File: src/rtl/hbkrd_pkg.sv
// ----------------------------------------------------------------------------
// hbkrd_pkg
// Shared constants and types for the boot keyboard report differ: field
// widths, event slot layout and the controller/datapath command and status.
// ----------------------------------------------------------------------------
package hbkrd_pkg;

    localparam int KEY_SLOTS   = 6;
    localparam int KEY_W       = 8;
    localparam int MOD_W       = 8;
    localparam int LEN_W       = 7;

    localparam logic [LEN_W-1:0] MIN_REPORT_BYTES = LEN_W'(KEY_SLOTS + 2);
    localparam logic [KEY_W-1:0] ROLLOVER_CODE    = 8'h01;
    localparam logic [KEY_W-1:0] MODIFIER_BASE    = 8'hE0;

    // event slots: modifier bits, then releases, then presses
    localparam int EVENT_SLOTS = MOD_W + 2 * KEY_SLOTS;
    localparam int REL_BASE    = MOD_W;
    localparam int PRS_BASE    = MOD_W + KEY_SLOTS;

    typedef logic [KEY_SLOTS-1:0][KEY_W-1:0] key_array_t;
    typedef logic [EVENT_SLOTS-1:0]          event_mask_t;

    typedef struct packed {
        logic load;
        logic eval;
        logic emit;
        logic commit;
    } cmd_t;

    typedef struct packed {
        logic report_ok;
        logic pending;
        logic out_free;
    } status_t;

endpackage

File: src/rtl/hbkrd_ctrl.sv
// ----------------------------------------------------------------------------
// hbkrd_ctrl
// Controller: takes a report, has the datapath evaluate it, steps the events
// out one at a time and commits the report as the new reference.
// ----------------------------------------------------------------------------
module hbkrd_ctrl
(
    input  logic              clk,
    input  logic              rst_n,
    input  logic              in_valid,
    output logic              in_stall,
    input  hbkrd_pkg::status_t status,
    output hbkrd_pkg::cmd_t    cmd
);

    localparam logic [1:0] ST_IDLE = 2'd0;
    localparam logic [1:0] ST_EVAL = 2'd1;
    localparam logic [1:0] ST_EMIT = 2'd2;

    logic [1:0] state_reg;
    logic [1:0] state_next;

    assign in_stall = (state_reg != ST_IDLE);

    always_comb
    begin
        state_next = state_reg;
        cmd        = '0;
        unique case (state_reg)
            ST_IDLE:
            begin
                if (in_valid && status.report_ok)
                begin
                    cmd.load   = 1'b1;
                    state_next = ST_EVAL;
                end
            end
            ST_EVAL:
            begin
                cmd.eval   = 1'b1;
                state_next = ST_EMIT;
            end
            ST_EMIT:
            begin
                if (status.pending)
                begin
                    cmd.emit = status.out_free;
                end
                else
                begin
                    cmd.commit = 1'b1;
                    state_next = ST_IDLE;
                end
            end
            default:
            begin
                state_next = ST_IDLE;
            end
        endcase
    end

    always_ff @(posedge clk or negedge rst_n)
    begin
        if (!rst_n)
        begin
            state_reg <= ST_IDLE;
        end
        else
        begin
            state_reg <= state_next;
        end
    end

endmodule

File: src/rtl/hbkrd_datapath.sv
// ----------------------------------------------------------------------------
// hbkrd_datapath
// Datapath: current and previous report registers, the pending event mask,
// lowest-first event pick and the output register.
// ----------------------------------------------------------------------------
module hbkrd_datapath
(
    input  logic                                     clk,
    input  logic                                     rst_n,
    input  hbkrd_pkg::cmd_t                          cmd,
    output hbkrd_pkg::status_t                       status,
    input  logic [hbkrd_pkg::MOD_W-1:0]              modifiers,
    input  hbkrd_pkg::key_array_t                    keys,
    input  logic [hbkrd_pkg::LEN_W-1:0]              report_length,
    output logic                                     out_valid,
    input  logic                                     out_stall,
    output logic [hbkrd_pkg::KEY_W-1:0]              usage_code,
    output logic                                     pressed,
    output logic                                     last_event
);

    logic [hbkrd_pkg::MOD_W-1:0]    cur_mods_reg;
    hbkrd_pkg::key_array_t          cur_keys_reg;
    logic [hbkrd_pkg::MOD_W-1:0]    prev_mods_reg;
    hbkrd_pkg::key_array_t          prev_keys_reg;
    hbkrd_pkg::event_mask_t         mask_reg;
    hbkrd_pkg::event_mask_t         mask_next;
    hbkrd_pkg::event_mask_t         event_mask;
    hbkrd_pkg::event_mask_t         mask_rest;
    logic [hbkrd_pkg::KEY_W-1:0]    cand_code [hbkrd_pkg::EVENT_SLOTS];
    logic                           cand_level [hbkrd_pkg::EVENT_SLOTS];
    logic [hbkrd_pkg::KEY_W-1:0]    sel_code;
    logic                           sel_level;
    logic                           out_valid_reg;
    logic [hbkrd_pkg::KEY_W-1:0]    usage_code_reg;
    logic                           pressed_reg;
    logic                           last_event_reg;

    function automatic logic key_in(input logic [hbkrd_pkg::KEY_W-1:0] code,
                                    input hbkrd_pkg::key_array_t set);
        logic hit;
        hit = 1'b0;
        for (int j = 0; j < hbkrd_pkg::KEY_SLOTS; j++)
        begin
            if (set[j] == code)
            begin
                hit = 1'b1;
            end
        end
        return hit;
    endfunction

    assign status.report_ok = (report_length >= hbkrd_pkg::MIN_REPORT_BYTES) &&
                              (keys[0] != hbkrd_pkg::ROLLOVER_CODE);
    assign status.pending   = |mask_reg;
    assign status.out_free  = !out_valid_reg || !out_stall;

    // candidate events and their flags
    always_comb
    begin
        for (int i = 0; i < hbkrd_pkg::MOD_W; i++)
        begin
            event_mask[i] = cur_mods_reg[i] ^ prev_mods_reg[i];
            cand_code[i]  = hbkrd_pkg::MODIFIER_BASE | hbkrd_pkg::KEY_W'(i);
            cand_level[i] = cur_mods_reg[i];
        end
        for (int j = 0; j < hbkrd_pkg::KEY_SLOTS; j++)
        begin
            event_mask[hbkrd_pkg::REL_BASE + j] =
                (prev_keys_reg[j] != '0) && !key_in(prev_keys_reg[j], cur_keys_reg);
            cand_code[hbkrd_pkg::REL_BASE + j]  = prev_keys_reg[j];
            cand_level[hbkrd_pkg::REL_BASE + j] = 1'b0;
            event_mask[hbkrd_pkg::PRS_BASE + j] =
                (cur_keys_reg[j] != '0) && !key_in(cur_keys_reg[j], prev_keys_reg);
            cand_code[hbkrd_pkg::PRS_BASE + j]  = cur_keys_reg[j];
            cand_level[hbkrd_pkg::PRS_BASE + j] = 1'b1;
        end
    end

    // lowest pending slot goes first
    always_comb
    begin
        sel_code  = '0;
        sel_level = 1'b0;
        for (int i = hbkrd_pkg::EVENT_SLOTS - 1; i >= 0; i--)
        begin
            if (mask_reg[i])
            begin
                sel_code  = cand_code[i];
                sel_level = cand_level[i];
            end
        end
    end

    assign mask_rest = mask_reg & (mask_reg - hbkrd_pkg::EVENT_SLOTS'(1));

    always_comb
    begin
        mask_next = mask_reg;
        if (cmd.eval)
        begin
            mask_next = event_mask;
        end
        else if (cmd.emit)
        begin
            mask_next = mask_rest;
        end
    end

    always_ff @(posedge clk or negedge rst_n)
    begin
        if (!rst_n)
        begin
            prev_mods_reg <= '0;
            prev_keys_reg <= '0;
            mask_reg      <= '0;
            out_valid_reg <= 1'b0;
        end
        else
        begin
            mask_reg <= mask_next;
            if (cmd.commit)
            begin
                prev_mods_reg <= cur_mods_reg;
                prev_keys_reg <= cur_keys_reg;
            end
            if (status.out_free)
            begin
                out_valid_reg <= cmd.emit;
            end
        end
    end

    always_ff @(posedge clk)
    begin
        if (cmd.load)
        begin
            cur_mods_reg <= modifiers;
            cur_keys_reg <= keys;
        end
        if (cmd.emit)
        begin
            usage_code_reg <= sel_code;
            pressed_reg    <= sel_level;
            last_event_reg <= (mask_rest == '0);
        end
    end

    assign out_valid  = out_valid_reg;
    assign usage_code = usage_code_reg;
    assign pressed    = pressed_reg;
    assign last_event = last_event_reg;

endmodule

File: src/rtl/hid_boot_keyboard_report_diff.sv
// ----------------------------------------------------------------------------
// hid_boot_keyboard_report_diff
// Compares each boot keyboard report with the stored one and emits key
// events: modifier changes, then releases, then presses; last one flagged.
// ----------------------------------------------------------------------------
//  channel  handshake            payload
//  in       in_valid / in_stall  modifiers, key_0..key_5, report_length
//  out      out_valid/out_stall  usage_code, pressed, last_event
//
//  a report yields E events (0 to 20), one event per cycle unless out_stall
//  holds them, out of a single pick-and-clear event mask
//  short and rollover reports are taken and dropped
//  reset clears the stored report, so the first report diffs against zero
//  out_stall holds a valid output register and pauses the event stepping
// ----------------------------------------------------------------------------
module hid_boot_keyboard_report_diff
(
    input  logic                           clk,
    input  logic                           rst_n,
    input  logic                           in_valid,
    output logic                           in_stall,
    input  logic [hbkrd_pkg::MOD_W-1:0]    modifiers,
    input  logic [hbkrd_pkg::KEY_W-1:0]    key_0,
    input  logic [hbkrd_pkg::KEY_W-1:0]    key_1,
    input  logic [hbkrd_pkg::KEY_W-1:0]    key_2,
    input  logic [hbkrd_pkg::KEY_W-1:0]    key_3,
    input  logic [hbkrd_pkg::KEY_W-1:0]    key_4,
    input  logic [hbkrd_pkg::KEY_W-1:0]    key_5,
    input  logic [hbkrd_pkg::LEN_W-1:0]    report_length,
    output logic                           out_valid,
    input  logic                           out_stall,
    output logic [hbkrd_pkg::KEY_W-1:0]    usage_code,
    output logic                           pressed,
    output logic                           last_event
);

    hbkrd_pkg::key_array_t keys;
    hbkrd_pkg::cmd_t       cmd;
    hbkrd_pkg::status_t    status;

    assign keys[0] = key_0;
    assign keys[1] = key_1;
    assign keys[2] = key_2;
    assign keys[3] = key_3;
    assign keys[4] = key_4;
    assign keys[5] = key_5;

    hbkrd_ctrl u_ctrl
    (
        .clk      (clk),
        .rst_n    (rst_n),
        .in_valid (in_valid),
        .in_stall (in_stall),
        .status   (status),
        .cmd      (cmd)
    );

    hbkrd_datapath u_datapath
    (
        .clk           (clk),
        .rst_n         (rst_n),
        .cmd           (cmd),
        .status        (status),
        .modifiers     (modifiers),
        .keys          (keys),
        .report_length (report_length),
        .out_valid     (out_valid),
        .out_stall     (out_stall),
        .usage_code    (usage_code),
        .pressed       (pressed),
        .last_event    (last_event)
    );

    // a new report never lands on events still pending
    a_accept_idle: assert property (@(posedge clk) disable iff (!rst_n)
        (in_valid && !in_stall) |-> !status.pending)
        else $error("report transfer with events pending");

    // an event is only loaded when the output register can take it
    a_emit_free: assert property (@(posedge clk) disable iff (!rst_n)
        cmd.emit |-> status.out_free)
        else $error("event loaded into a held output register");

    // the reference report is replaced only after all events are out
    a_commit_done: assert property (@(posedge clk) disable iff (!rst_n)
        cmd.commit |-> (!status.pending && !cmd.emit))
        else $error("report committed with events pending");

    // an evaluation always follows a load
    a_load_eval: assert property (@(posedge clk) disable iff (!rst_n)
        cmd.load |=> cmd.eval)
        else $error("loaded report not evaluated");

endmodule
File: config.mk
export PLATFORM = sky130hd
export DESIGN_NAME = hid_boot_keyboard_report_diff
export DESIGN_NICKNAME = d
export VERILOG_FILES = /design/src/rtl/hbkrd_pkg.sv /design/src/rtl/hbkrd_ctrl.sv /design/src/rtl/hbkrd_datapath.sv /design/src/rtl/hid_boot_keyboard_report_diff.sv
export SDC_FILE = /design/constraint.sdc
export NUM_CORES = 1
export LEC_CHECK = 0
export ABC_AREA = 1
export BUFFER_PORTS_ARGS = -buffer_cell sky130_fd_sc_hd__buf_2
export CELL_PAD_IN_SITES_DETAIL_PLACEMENT = 1
export CELL_PAD_IN_SITES_GLOBAL_PLACEMENT = 2
export CORE_ASPECT_RATIO = 2
export CORE_MARGIN = 3
export CORE_UTILIZATION = 33
export DETAILED_ROUTE_END_ITERATION = 12
export PLACE_DENSITY_LB_ADDON = 0.3
export RECOVER_POWER = 25
export SYNTH_ARGS = -nofsm -noshare
export SYNTH_HDL_FRONTEND = slang
export SYNTH_SLANG_ARGS = --single-unit
File: constraint.sdc
create_clock -name clk -period 5.5 [get_ports clk]
set_input_delay 0.275 -clock clk [delete_from_list [all_inputs] [get_ports clk]]
set_output_delay 0.275 -clock clk [all_outputs]
set_load 0.03 [all_outputs]
==> metrics.md <==
| Metric | Value |
|---|---|
| Layout cell share with drive strength beyond 1 | `0.0982` |
| Num CTS Buffers | `17` |
| CTS sink cnt | `145` |
| Max reg flops | `96` |
| Sequential share of power | `0.366` |
| Clock Path Buffers | `2` |
| Least-Margin Pin Slew | `1590 ps` |
| Fin nets | `around 1.5k` |
| Yosys reg bits | `around 150` |
| PostCTS Resize Cnt | `0` |
| IO buf count | `between 70 and 80` |
| Crit path largest cell delay | `roughly 430 ps` |
| Clock power share | `0.218` |
| Post-CTS Setup Inserts | `0` |
| Yosys Warn Count | `0` |
| Worst IR Drop VDD | `approximately 240 uV` |
| Max-Cap Viols | `1` |
| RSZ-0062 raised after global routing | `no` |
| Largest net degree at the start of global routing | `57` |
| CTS tree | `built` |
| Synth Area in Adders | `0` |
| Status | `complete, but fails checks` |
| Critical Path Sink Type | `flop` |
| Crit share post-route | `0.542` |
| Initial Util | `0.335` |
| Synth Cell Area | `between 10000 and 15000 um2` |
| Max Slew Vio Count | `27` |
| DRC viols | `0` |
| Antenna cells | `0` |
| First-pass detailed-route iteration total | `5` |
| Max frequency | `approximately 340 MHz` |
| WP buf/inv | `2` |
| Routed WL | `51.4 mm` |
| Design Area, Final | `12300 um2` |
| Largest family of logic cells by synthesized area | `simple AND/OR/NAND/NOR gates` |
| Post-Synth XOR/XNOR Area | `0.164` |
| Chip width | `~130 um` |
| Hold Buf Count CTS | `55` |
| Antenna violations before repair | `0` |
| Post-synthesis cell count | `around 1.4k` |
| Lkg Pwr | `around 5.6 nW` |
| Vias | `10.5k` |
| Pwr/cell area | `435 nW/um2` |
| HPWL Detailed | `between 30 and 40 mm` |
| Post-synthesis mux area share | `0.0181` |
| Placer Congestion | `roughly 0.97` |
| Core footprint | `about 32000 um2` |
| CP arrival | `about 3300 ps` |
| Simple-gate area share of the yosys netlist | `0.259` |
| Initial DRC count | `between 700 and 800` |
| Worst Path Required | `5850 ps` |
| Syn nets | `around 1.5k` |
| CTS clk-pin slew, worst paths | `~70 ps` |
| Clock latency on the worst-skew pair | `around 460 ps` |
| Area growth from synthesis to final layout | `14.4%` |
| P_int | `roughly 0.0027 W` |
| CTS root buffer | `clkbuf_16` |
| Combinational Power Share | `0.416` |
| Global-route wire length before repair | `~75 mm` |
| Vias per cell | `5.52` |
| Final Hold Vio Count | `0` |
| Syn Area/Cell | `approximately 7.5 um2` |
| Ports | `79` |
| Critical path class | `reg -> reg` |
| Vias in the first global route | `~11k` |
| Distinct cells, synth | `40` |
| Switch share | `0.490` |
| Critical path cell sequence | `inv_1 -> nand2_1 -> nor3_2 -> nand3_2 -> nor2_4 -> nand2_4 -> buf_4 -> mux2_4` |
| Crit path launch type | `flop` |
| Die ar. | `about 35000 um2` |
| Compound-Gate Fraction of Synth Area | `0.104` |
| CP Max Fanout | `51` |
| Endpoints failing setup | `0` |
| Worst path top cell family by delay | `simple AND/OR/NAND/NOR gates` |
| Total negative setup slack | `0 ps` |
| Switch Pwr | `about 0.0026 W` |
| Htree depth | `4` |
| Total global routing overflow | `0` |
| Min Tclk post-route | `between 2000 and 3000 ps` |
| Clock skew | `9.90 ps` |
| Slew Limit Headroom | `-0.0594` |
| Register area share after synthesis | `0.367` |
| Row count | `93` |
| Failing checks | `capacitance limit, slew limit` |
| Hold Path Class | `in -> reg` |
| Antenna-violating nets left | `0` |
| GRT Overall Usage | `0.297` |
| Wire per inst | `27.0 um` |
| Slowest cell on crit path | `dfrtp_1` |
| Placed Area | `11200 um2` |
| DIE HEIGHT | `262 um` |
-- final timing paths --
kind	startpoint	end	slack (ps)	depth (start not counted)
setup / recovery	u_datapath.mask_reg[13]$_DFFE_PN0P_	u_datapath.cand_code[74]$_DFFE_PN0P_	2520	8
hold / removal	out_stall	u_datapath.out_valid$_DFFE_PN0N_	70	3
setup reg to reg	u_datapath.mask_reg[13]$_DFFE_PN0P_	u_datapath.cand_code[74]$_DFFE_PN0P_	2520	8
hold reg to reg	u_datapath.prev_mods_reg[1]$_DFFE_PN0P_	u_datapath.prev_mods_reg[1]$_DFFE_PN0P_	510	2
max in group asynchronous	rst_n	u_datapath.cand_code[50]$_DFFE_PN0P_	3150	3
min in group asynchronous	rst_n	u_ctrl.state_reg[0]$_DFFE_PN0P_	740	2
-- layout by cell type, fill, tap and decap left out, types with 20 or more instances in the layout --
cell | netlist | routed
edfxtp_1 | 66 | 66
o21ai_1 | 27 | 27
a21oi_1 | 56 | 56
nor2_1 | 75 | 74
o21ai_0 | 88 | 88
nor4_1 | 43 | 43
nand4_1 | 67 | 67
buf_2 | 14 | 68
xnor2_1 | 40 | 40
xor2_1 | 162 | 162
nand3_1 | 27 | 27
inv_1 | 104 | 104
nand2_1 | 379 | 379
nor3_1 | 20 | 20
dfrtp_1 | 79 | 79
dlygate4sd3_1 | 0 | 55
-- area by class of cell --
class / instances / area (um2)
clock inverters: 15 / 139
clock buffers: 17 / 425
fillers: 3946 / 19900
flip-flops and latches: 145 / 3960
repair buffers: 135 / 955
inverters: 113 / 424
well taps: 427 / 534
multi-input cells: 1052 / 5900
-- through the flow --
stage | hold WS [ps] | total power (W) | util | instances | worst slack (ps)
3_3_place_gp | 224 | 0.00412 | 0.349 | 1817 | 2590
6_report | 65.7 | 0.00537 | 0.383 | 1904 | 2520
2_1_floorplan | -20.6 | 0.00331 | - | 1434 | 267
4_1_cts | 18.9 | 0.00539 | 0.383 | 1904 | 2510
3_5_place_dp | 221 | 0.00417 | 0.349 | 1817 | 2530
5_1_grt | 91.2 | 0.00570 | 0.383 | 1904 | 2350
-- routing by layer --
metal	vias up	GRT usage	routed length (um)
met2	319	0.533	26600
met1	5229	0.294	17800
met3	185	0.0330	1390
met5	-	0	0
li1	4769	-	-
met4	0	0.278	5600
-- synth_stat cells --
library cell / number / share of area
nand2_1: 379 / 0.13
clkbuf_1: 104 / 0.036
a31oi_2: 1 / 0.0012
a21oi_1: 56 / 0.026
clkinv_1: 1 / 0.00035
o21a_1: 1 / 0.00070
nor3_1: 20 / 0.0093
nand2_2: 2 / 0.0012
a221oi_1: 1 / 0.00081
nor2_4: 4 / 0.0042
nand3_1: 27 / 0.013
inv_2: 8 / 0.0028
nor3_2: 1 / 0.00093
and3_1: 1 / 0.00058
a211oi_1: 2 / 0.0014
o21ai_1: 27 / 0.013
nor2_2: 1 / 0.00058
mux2_4: 13 / 0.018
or2_2: 4 / 0.0023
o221ai_1: 4 / 0.0032
nor4_2: 1 / 0.0012
nand4_1: 67 / 0.039
edfxtp_1: 66 / 0.18
buf_4: 1 / 0.00070
nor4_1: 43 / 0.025
xnor2_1: 40 / 0.032
nand3b_1: 1 / 0.00070
buf_2: 14 / 0.0065
nor4b_1: 1 / 0.00081
o21ai_0: 88 / 0.041
o211ai_1: 17 / 0.012
a21boi_0: 1 / 0.00070
dfrtp_1: 79 / 0.18
nand3_2: 3 / 0.0028
nor2_1: 75 / 0.026
o22ai_1: 6 / 0.0035
inv_1: 104 / 0.036
buf_6: 5 / 0.0052
a31oi_1: 3 / 0.0017
xor2_1: 162 / 0.13
-- tightest hold or removal path, cell delays in order --
cell and delay, ps:
buf_2 80, nand2_1 70, nand2_1 70
-- power by group through the flow --
| stage | combinational, W | clock (W) | sequential, W |
|---|---|---|---|
| 2_1_floorplan | 0.00173 | 0 | 0.00159 |
| 3_3_place_gp | 0.00215 | 0 | 0.00197 |
| 3_5_place_dp | 0.00219 | 0 | 0.00197 |
| 4_1_cts | 0.00224 | 0.00120 | 0.00195 |
| 5_1_grt | 0.00248 | 0.00123 | 0.00199 |
| 6_report | 0.00223 | 0.00117 | 0.00197 |
-- logic make-up (layout without fill, tap and decap cells) --
group,Yosys count,in the layout
DFF,145,145
xor gates and xnor gates,202,202
muxes,13,13
AOI/OAI and AO/OA,207,207
and+or+nand+nor,630,630
buffers and inverters,237,280
(Power assumes the default switching activity.)
